--- src/hdl/sem_pkg.sv ---
// Shared types and constants for the Sobel edge magnitude block.
// No dependencies.
package sem_pkg;

   localparam int CFG_W     = 11;
   localparam int PIX_W     = 8;
   localparam int RGB_W     = 3 * PIX_W;
   localparam int SENT_W    = 20;
   localparam int GRAD_W    = 12;
   localparam int SUM_W     = 21;
   localparam int CSR_IDX_W = 1;

   localparam logic [CSR_IDX_W-1:0] REG_FRAME_WIDTH  = 1'b0;
   localparam logic [CSR_IDX_W-1:0] REG_FRAME_HEIGHT = 1'b1;

   localparam logic [CFG_W-1:0] CFG_RESET = 11'd1024;
   localparam logic [SUM_W-1:0] SAT_SUM   = 21'd65281;
   localparam logic [PIX_W-1:0] EDGE_MAX  = 8'd255;
   localparam logic [PIX_W-1:0] ROOT_MSB  = 8'h80;

   typedef struct packed {
      logic load;
      logic step;
      logic grad;
      logic square;
      logic root;
      logic emit;
   } cmd_type;

   typedef struct packed {
      logic drop;
      logic has_result;
      logic root_last;
      logic out_free;
   } status_type;

endpackage

--- src/hdl/sem_ctrl.sv ---
// Sequencer for the Sobel edge block: one item at a time.
// Depends on sem_pkg.
module sem_ctrl
   import sem_pkg::*;
(
   input  logic       clock,
   input  logic       reset,
   input  logic       req_valid,
   output logic       req_stall,
   input  status_type status,
   output cmd_type    cmd
);

   typedef enum logic [5:0] {
      ST_IDLE   = 6'b000001,
      ST_READ   = 6'b000010,
      ST_GRAD   = 6'b000100,
      ST_SQUARE = 6'b001000,
      ST_ROOT   = 6'b010000,
      ST_EMIT   = 6'b100000
   } state_type;

   state_type state_ff, state_in;

   always_comb begin
      state_in = state_ff;
      cmd      = '0;
      case (state_ff)
         ST_IDLE: begin
            // an idle flush is taken and discarded
            if (req_valid && !status.drop) begin
               cmd.load = 1'b1;
               state_in = ST_READ;
            end
         end
         ST_READ: begin
            cmd.step = 1'b1;
            state_in = status.has_result ? ST_GRAD : ST_IDLE;
         end
         ST_GRAD: begin
            cmd.grad = 1'b1;
            state_in = ST_SQUARE;
         end
         ST_SQUARE: begin
            cmd.square = 1'b1;
            state_in   = ST_ROOT;
         end
         ST_ROOT: begin
            cmd.root = 1'b1;
            if (status.root_last) begin
               state_in = ST_EMIT;
            end
         end
         ST_EMIT: begin
            if (status.out_free) begin
               cmd.emit = 1'b1;
               state_in = ST_IDLE;
            end
         end
         default: begin
            state_in = ST_IDLE;
         end
      endcase
   end

   always_ff @(posedge clock) begin
      if (reset) begin
         state_ff <= ST_IDLE;
      end else begin
         state_ff <= state_in;
      end
   end

   assign req_stall = (state_ff != ST_IDLE);

endmodule

--- config.mk ---
export PLATFORM = sky130hd
export DESIGN_NAME = sem_ctrl
export DESIGN_NICKNAME = d
export VERILOG_FILES = /design/src/hdl/sem_pkg.sv /design/src/hdl/sem_ctrl.sv
export SDC_FILE = /design/constraint.sdc
export NUM_CORES = 1
export LEC_CHECK = 0
export ABC_CLOCK_PERIOD_IN_PS = 2900
export BUFFER_PORTS_ARGS = -buffer_cell sky130_fd_sc_hd__buf_2
export CORE_AREA = 2 2 39 41
export CTS_CLUSTER_SIZE = 20
export DETAILED_ROUTE_END_ITERATION = 8
export DIE_AREA = 0 0 41 43
export MAX_ROUTING_LAYER = met4
export PLACE_DENSITY = 0.59
export SLEW_MARGIN = 5
export SYNTH_ARGS = -nofsm -noshare
export SYNTH_HDL_FRONTEND = slang
export SYNTH_SLANG_ARGS = --single-unit
--- constraint.sdc ---
create_clock -name clock -period 2.9 [get_ports clock]
set_clock_uncertainty 0.15 [all_clocks]
set_input_delay 0.145 -clock clock [delete_from_list [all_inputs] [get_ports clock]]
set_output_delay 0.145 -clock clock [all_outputs]
set_load 0.02 [all_outputs]
==> results of run 1 <==
[area by class of cell]
type	count	area, um^2
fillers	152	907
multi-input cells	31	225
flip-flops and latches	6	120
repair buffers	15	85.1
clock buffers	3	22.5
well taps	16	20.0
inverters	1	3.75
[power groups by stage]
stage / Clock [uW] / Sequential (uW) / Combinational (uW)
2_1_floorplan: 0 / 96.7 / 58.2
3_3_place_gp: 0 / 105 / 62.9
3_5_place_dp: 0 / 105 / 63.0
4_1_cts: 82.4 / 103 / 65.7
5_1_grt: 87.2 / 106 / 71.6
6_report: 79.6 / 103 / 64.6
[timing repair]
action	in CTS	in global routing
hold buffers	2	0
buffers inserted	0	0
gates resized for setup	0	0
endpoints found under the hold margin	3	0
[critical path: stages (launching register included)]
cell	delay [ns]
dfxtp_1	0.34
nor4_1	0.38
and4b_1	0.23
buf_2	0.16
[cells in the final DEF, fill, tap and decap left out, drive strengths merged]
cell type     n
and4bb        1
nand2b        1
a41oi         1
nand3b        1
nand3         3
inv           1
and3          1
dfxtp         6
a21oi         2
and3b         2
o21ai         2
dlygate4sd3   2
a41o          1
nor2b         4
buf          13
clkbuf        3
nor3          1
nand2         1
o311ai        1
and4b         1
a31o          1
nor4          2
nor2          4
and2          1
[per-stage QoR]
stage	hold slack (ns)	instances	power, uW
5_1_grt	0.0527	72	264
4_1_cts	0.0365	72	251
3_3_place_gp	0.213	67	168
2_1_floorplan	0.0641	39	155
3_5_place_dp	0.216	67	168
6_report	0.0312	72	248
[kinds of logic (layout without fill, tap and decap cells)]
logic type	Yosys count	after routing
AOI/OAI and AO/OA	8	8
buffers and inverters	2	19
DFF	6	6
and+or+nand+nor	23	23
[worst min path at each step]
| stage | start | end | slack (ns) | cells after the start |
|---|---|---|---|---|
| 6_report | status[1] | state_ff[4] | 0.03 | 3 |
| 5_1_grt | status[1] | state_ff[5] | 0.05 | 3 |
| 4_1_cts | status[1] | state_ff[4] | 0.04 | 3 |
| 3_5_place_dp | reset | state_ff[4] | 0.22 | 2 |
| 3_3_place_gp | reset | state_ff[4] | 0.21 | 2 |
| 2_1_floorplan | reset | state_ff[4] | 0.06 | 1 |
[per-layer routing]
layer  track usage [%]  wire length (um)  vias up
li1                  -                 -      184
met1              13.7               336      166
met2              15.3               343       14
met3              7.85                76        0
met4              2.00                 0        0
met5                 -                 0        -
==> impl_metrics.ini, run 1 <==
[routing]
final_antenna_net_count = 0
routed_wl_um = 755
drt_iter0_markers = 5
routedWlPerCell_um = 10.5
via_per_inst = 5.06
dr_total_vias = 364
drc = 0
dr.pass1.iters = 4

[floorplan]
core_um2 = 1380
die_y_um = 43
start_util_pct = 26.0
io_pins = 14
rows = 14
die-area_um2 = 1760
fp.dieW_um = 41

[critical_path]
rr_startpoint = state_ff[3]
endpoint = cmd[0]
rr_endpoint = state_ff[0]
worstSetupPathType = register to output port
critPathMaxFanout = 4
reg2reg_setup_slack_ns = 1.54
required_ns = 2.61
reg2reg_depth = 3
worstSetupStartpoint = state_ff[3]
critPathCaptureType = output port
crit_arrival_ns = 1.37
startpoint_type = register

[yosys]
netlist_instances = 39
syn_area_um2 = 360
yosysUniqueCellTypes = 24
synth_area_leaders = dfxtp_1 (33%), nor2b_1 (6.9%), nor4_4 (5.9%), and3b_1 (4.9%), nor3_4 (4.5%)
synth_compound_area_share_pct = 15.6
synth-simple-area-share_pct = 46.9
synth-seq-area-share_pct = 33.3
ys.flop_type = dfxtp_1
synth_top_family_by_area = simple AND/OR/NAND/NOR gates
synth_xor_xnor_area_share_pct = 0
yosysTopAreaCell = dfxtp_1
ys_top_cells_by_count = dfxtp_1 (6), nor2_1 (4), nor2b_1 (4), nand3_1 (3)
synth_most_common_cell = dfxtp_1
synthMuxAreaShare_pct = 0
postSynth.asyncResetShare_pct = 0
synthAdderAreaFrac_pct = 0
synth_top_area_share_pct = 33.3
avgSynthCellArea_um2 = 9.24
synth_nets = 46
ys.warnings.count = 0
synth_edf_count = 0
synth_seq_cells = 6

[global_routing]
antenna_found_initial = 0
grt_max_degree = 11
grt_use_total_pct = 11.3
grt_pass1_wl_um = 1270
grt_pass1_vias = 319
grt_overflow = 0

[power]
leakage_uw = 0.000233
power_frac_comb_pct = 26.1
internal_power_uw = 168
powerDensity_nw_per_um2 = 519
vdd_drop_max_uv = 263
p_switching_uw = 80.0
p_sw_share_pct = 32.3
pwr-share-seq_pct = 41.7
clockPowerShare_pct = 32.2

[cts]
cts_tree = done
h-tree-depth = 1
worstSkewPairLatency_ns = 0.25
cts.clk_slew.worst_paths_ns = 0.05
clock-root-buffer = clkbuf_4
clock_sinks = 6
cts_buffers = 3
clock_path_buffers = 2

[place]
io_buffers = 13
hpwlAfterDp_um = 582
placed_area_um2 = 434
gp_congestion = 0.725
place_ws_ns = 1.50

[sta]
tightest_slew_ns = 0.354
slew_violations = 0
final-hold-violation-count = 0
min_period_over_period_pct = 57.3
grt_setup_unrepaired = no
setup-violations-final = 0
max_freq_ghz = 0.602
period_needed_ns = 1.66
fin_setup_tns_ns = 0
slew_headroom_pct = 76.2
setup_slack_ns = 1.24

[layout]
fin_area_um2 = 477
nets = 65
drive_gt1_share_pct = 32.1
fin_util_pct = 34.4
largest_register = state_ff
largest_reg_flops = 6
synthToLayoutAreaGrowth_pct = 32.3
top_regs = state_ff x6
num_antenna_cells = 0

[min_path]
hold_path_class = input pin to register

[status]
status = completed

[job]
max_cap_violations = 0
Note: power is estimated with default switching activity, not from simulation.
==> inputs of run 2 (changes only) <==
--- a/config.mk
+++ b/config.mk
@@ -5,14 +5,14 @@
 export SDC_FILE = /design/constraint.sdc
 export NUM_CORES = 1
 export LEC_CHECK = 0
-export ABC_CLOCK_PERIOD_IN_PS = 2900
+export ABC_CLOCK_PERIOD_IN_PS = 1500
 export BUFFER_PORTS_ARGS = -buffer_cell sky130_fd_sc_hd__buf_2
 export CORE_AREA = 2 2 39 41
 export CTS_CLUSTER_SIZE = 20
 export DETAILED_ROUTE_END_ITERATION = 8
 export DIE_AREA = 0 0 41 43
 export MAX_ROUTING_LAYER = met4
-export PLACE_DENSITY = 0.59
+export PLACE_DENSITY = 0.61
 export SLEW_MARGIN = 5
 export SYNTH_ARGS = -nofsm -noshare
 export SYNTH_HDL_FRONTEND = slang
==> constraint.sdc (replaced) <==
create_clock -name clock -period 1.5 [get_ports clock]
set_clock_uncertainty 0.15 [all_clocks]
set_input_delay 0.075 -clock clock [delete_from_list [all_inputs] [get_ports clock]]
set_output_delay 0.075 -clock clock [all_outputs]
set_load 0.02 [all_outputs]
==> run 2 against run 1 <==
Compared with the run above: the run now ends with hold timing left; worst setup slack worse by 1.2 ns; clock power increased by 81%; combinational power grew 140%; power grew 100%; first-iteration DRC count stayed put; register-to-register slack worse by 1.5 ns; via count rose by 6.3%; design area is 19% higher; critical path type unchanged; largest cell class unchanged.
==> impl_metrics.ini, run 2 (synthesis gave the netlist of run 1 again) <==
[job]
max_cap_violations = 0

[routing]
dr.pass1.iters = 3
drt_iter0_markers = 5
dr_total_vias = 387
routedWlPerCell_um = 10.4
final_antenna_net_count = 0
via_per_inst = 4.96
drc = 0
routed_wl_um = 811

[sta]
final-hold-violation-count = 1
slew_headroom_pct = 75.8
max_freq_ghz = 0.677
setup-violations-final = 0
setup_slack_ns = 0.0232
hold_slack_ns = -0.00341
slew_violations = 0
period_needed_ns = 1.48
min_period_over_period_pct = 98.5
grt_setup_unrepaired = yes
tightest_slew_ns = 0.362

[critical_path]
critPathMaxFanout = 7
worstSetupPathType = register to output port
path_cells = nor4_2, and4b_1, buf_4
required_ns = 1.27
slowest_delay_ns = 0.36
path_buf_inv = 1
slowest_stage = dfxtp_2
critPathCaptureType = output port
worst_path_dominant_cell_family = simple AND/OR/NAND/NOR gates
startpoint_type = register
crit_arrival_ns = 1.25

[floorplan]
io_pins = 14
die-area_um2 = 1760
rows = 14
fp.dieW_um = 41
die_y_um = 43
start_util_pct = 26.0
core_um2 = 1380

[min_path]
hold_path_class = input pin to register

[power]
finalPower_uw = 503
vdd_drop_max_uv = 537
powerDensity_nw_per_um2 = 884
leakage_uw = 0.000273

[layout]
largest_reg_flops = 6
drive_gt1_share_pct = 50.0
final_cell_mix = buf_4 (9), buf_2 (7), nor2b_1 (4), dfxtp_2 (4)
top_regs = state_ff x6
fill_cells = 143
final_common_cell = buf_4
synthToLayoutAreaGrowth_pct = 58.0
num_antenna_cells = 0
nets = 71
largest_register = state_ff

[global_routing]
grt_pass1_vias = 338
grt_max_degree = 11
antenna_found_initial = 0
grt_pass1_wl_um = 1440
grt_overflow = 0
grt_use_total_pct = 12.9

[place]
place_ws_ns = 0.126
hpwlAfterDp_um = 603
gp_congestion = 0.711
io_buffers = 13

[cts]
clock_sinks = 6
clock-root-buffer = clkbuf_4
h-tree-depth = 1
cts.clk_slew.worst_paths_ns = 0.04
worstSkewPairLatency_ns = 0.24
cts_buffers = 3
cts_tree = done
clock_path_buffers = 2

[status]
status = finished, violations left
violations = hold timing
## run 2: worst register-to-register path, stage by stage (launching register included)
cell and delay, ns:
dfxtp_2 0.35, nor3_4 0.28, buf_4 0.15, buf_4 0.10, a41o_1 0.21, a31o_1 0.12
## run 2: power breakdown
group | internal [uW] | total [uW] | leakage, uW | switching (uW)
clock network | 90.2 | 144 | 0.0000138 | 54.1
registers | 175 | 206 | 0.0000515 | 31.3
logic | 82.6 | 153 | 0.000208 | 70.2
total | 348 | 503 | 0.000273 | 156
## run 2: path summary, 6_finish.rpt
path / startpoint / end / slack (ns) / depth (start not counted)
max: state_ff[2] / cmd[0] / 0.02 / 3
min: status[0] / state_ff[5] / -0.003 / 4
max reg2reg: state_ff[5] / state_ff[0] / 0.09 / 5
min reg2reg: state_ff[5] / state_ff[5] / 0.40 / 2
## run 2: cell type report
cell class	instances	area [um^2]	area share, %
clock buffers	3	22.5	3.96
well taps	16	20.0	3.52
inverters	1	3.75	0.659
flip-flops and latches	6	129	22.6
multi-input cells	31	239	42.0
repair buffers	21	155	27.3
## run 2: layer usage
layer | wire length (um) | vias up | track usage (%)
met5 | 0 | - | -
met1 | 356 | 173 | 15.7
li1 | - | 198 | -
met2 | 376 | 14 | 17.5
met3 | 60 | 2 | 6.28
met4 | 17 | 0 | 6.00
## run 2: metrics by stage
stage          instance area [um^2]  util, %  TNS (ns)  std cells
2_1_floorplan                   360        -         0         39
3_3_place_gp                    434     31.4         0         67
3_5_place_dp                    434     31.4         0         67
4_1_cts                         522     37.7         0         75
5_1_grt                         569     41.1    -0.134         78
6_report                        569     41.1         0         78
## run 2: timing repair
| item | 4_1_cts | 5_1_grt |
|---|---|---|
| buffers inserted | 2 | 3 |
| cloned | 0 | 0 |
| hold endpoints to repair | 4 | 0 |
| hold buffers | 3 | 0 |
| pin swaps | 3 | 6 |
| resized for setup | 6 | 11 |
| endpoints found under the setup margin | 6 | 7 |
==> inputs of run 3 (changes only) <==
--- a/config.mk
+++ b/config.mk
@@ -5,15 +5,15 @@
 export SDC_FILE = /design/constraint.sdc
 export NUM_CORES = 1
 export LEC_CHECK = 0
-export ABC_CLOCK_PERIOD_IN_PS = 1500
+export ABC_CLOCK_PERIOD_IN_PS = 1700
 export BUFFER_PORTS_ARGS = -buffer_cell sky130_fd_sc_hd__buf_2
 export CORE_AREA = 2 2 39 41
 export CTS_CLUSTER_SIZE = 20
 export DETAILED_ROUTE_END_ITERATION = 8
 export DIE_AREA = 0 0 41 43
 export MAX_ROUTING_LAYER = met4
-export PLACE_DENSITY = 0.61
-export SLEW_MARGIN = 5
+export PLACE_DENSITY = 0.59
+export SLEW_MARGIN = 20
 export SYNTH_ARGS = -nofsm -noshare
 export SYNTH_HDL_FRONTEND = slang
 export SYNTH_SLANG_ARGS = --single-unit
==> constraint.sdc (replaced) <==
create_clock -name clock -period 1.7 [get_ports clock]
set_clock_uncertainty 0.15 [all_clocks]
set_input_delay 0.085 -clock clock [delete_from_list [all_inputs] [get_ports clock]]
set_output_delay 0.085 -clock clock [all_outputs]
set_load 0.02 [all_outputs]
==> run 3 against run 2 <==
Compared with the run above: the flow now finishes without violations; die area is the same; wire length shrank 0.49%; sequential share of layout area grew 1.0 points; cell count shrank 3.8%; non-clock buffer count shrank 3; power shrank 17%; flip-flop and latch count is the same; global-route usage shrank 1.3 points; worst hold slack gained 0.030 ns; register-to-register slack gained 0.28 ns; critical path type unchanged; highest routed layer unchanged.
==> impl_metrics.ini, run 3 (synthesis gave the netlist of run 1 again) <==
[status]
status = completed

[sta]
slew_violations = 0
fin_setup_tns_ns = 0
setup_slack_ns = 0.119
grt_setup_unrepaired = no
slew_headroom_pct = 76.8
tightest_slew_ns = 0.347
min_period_over_period_pct = 93.0
final-hold-violation-count = 0
setup-violations-final = 0
max_freq_ghz = 0.633
period_needed_ns = 1.58

[routing]
final_antenna_net_count = 0
dr_total_vias = 374
routedWlPerCell_um = 10.8
routed_wl_um = 807
drc = 0
drt_iter0_markers = 2
via_per_inst = 4.99
dr.pass1.iters = 2

[layout]
top_regs = state_ff x6
synthToLayoutAreaGrowth_pct = 41.0
final_common_cell = buf_2
num_antenna_cells = 0
final_cell_mix = buf_2 (13), dfxtp_1 (6), nor2b_1 (4), nor2_1 (4)
largest_register = state_ff
fin_area_um2 = 508
nets = 68
layout.cells.non_filler = 75
largest_reg_flops = 6
drive_gt1_share_pct = 35.6

[cts]
clock_sinks = 6
h-tree-depth = 1
cts_tree = done
cts_buffers = 3
clock-root-buffer = clkbuf_4
cts.clk_slew.worst_paths_ns = 0.04
clock_path_buffers = 2
worstSkewPairLatency_ns = 0.24

[floorplan]
rows = 14
io_pins = 14
core_um2 = 1380
die_y_um = 43
die-area_um2 = 1760
fp.dieW_um = 41
start_util_pct = 26.0

[place]
hpwlAfterDp_um = 605
io_buffers = 13
dp_cells = 67
gp_congestion = 0.709
place_ws_ns = 0.355
placed_area_um2 = 434

[power]
leakage_uw = 0.000248
powerDensity_nw_per_um2 = 822
vdd_drop_max_uv = 337

[global_routing]
grt_pass1_vias = 324
antenna_found_initial = 0
grt_use_total_pct = 11.6
grt_max_degree = 11
grt_overflow = 0
grt_pass1_wl_um = 1300

[min_path]
hold_path_class = input pin to register
min_from = status[0]
min_to = state_ff[5]
hold_path_depth = 4

[critical_path]
critPathCaptureType = output port
startpoint_type = register
critPathMaxFanout = 4
rr_startpoint = state_ff[2]
required_ns = 1.46
reg2reg_depth = 3
rr_endpoint = state_ff[0]
reg2reg_setup_slack_ns = 0.37
worstSetupPathType = register to output port
crit_arrival_ns = 1.35

[job]
max_cap_violations = 0
[run 3: changes by cell type in the layout (fill, tap and decap cells not counted), sizes merged]
cell  before  now
buf       18   15
[run 3: layout make-up]
cell class | count | area [um^2]
multi-input combinational | 31 | 231
tap | 16 | 20.0
inverter | 1 | 3.75
timing repair buffer | 18 | 110
fill | 145 | 876
sequential | 6 | 120
clock buffer | 3 | 22.5
[run 3: timing repair]
action / 4_1_cts / 5_1_grt
hold buffers: 3 / 0
setup buffers: 0 / 2
gates resized for setup: 0 / 1
setup endpoints to repair: 0 / 3
hold endpoints to repair: 4 / 0
[run 3: through the flow]
stage | utilization (%) | hold WS, ns | power [uW]
after floorplan | - | 0.00407 | 264
after global placement | 31.4 | 0.156 | 287
after detailed placement | 31.4 | 0.160 | 288
after CTS | 35.2 | 0.0209 | 425
after global routing | 36.7 | 0.0743 | 444
final | 36.7 | 0.0262 | 418
[run 3: worst max path at each step]
stage | from | end | slack (ns) | depth (start not counted)
3_5_place_dp | state_ff[0] | state_ff[0] | 0.36 | 3
2_1_floorplan | state_ff[5] | cmd[5] | 0.23 | 3
4_1_cts | state_ff[3] | cmd[0] | 0.09 | 3
5_1_grt | state_ff[2] | cmd[2] | 0.04 | 4
3_3_place_gp | state_ff[0] | state_ff[0] | 0.36 | 3
6_report | state_ff[4] | cmd[4] | 0.12 | 4
[run 3: where the power goes]
group          switching, uW  total, uW  internal, uW
registers               26.4        178           152
clock network           49.1        129          79.7
logic                   56.5        110          54.0
total                    132        418           286
[run 3: layer usage]
layer  part of all wire (%)  vias up  track usage, %
met5                      0        -               -
met4                    1.7        0            10.0
met2                     42       13            13.8
met3                    5.0        2            3.14
li1                       -      191               -
met1                     51      168            15.5
[run 3: worst max-delay path: stages, from the launching register on]
cell      delay (ns)
dfxtp_1         0.36
nor3_4          0.22
buf_4           0.16
and4bb_1        0.20
buf_2           0.17
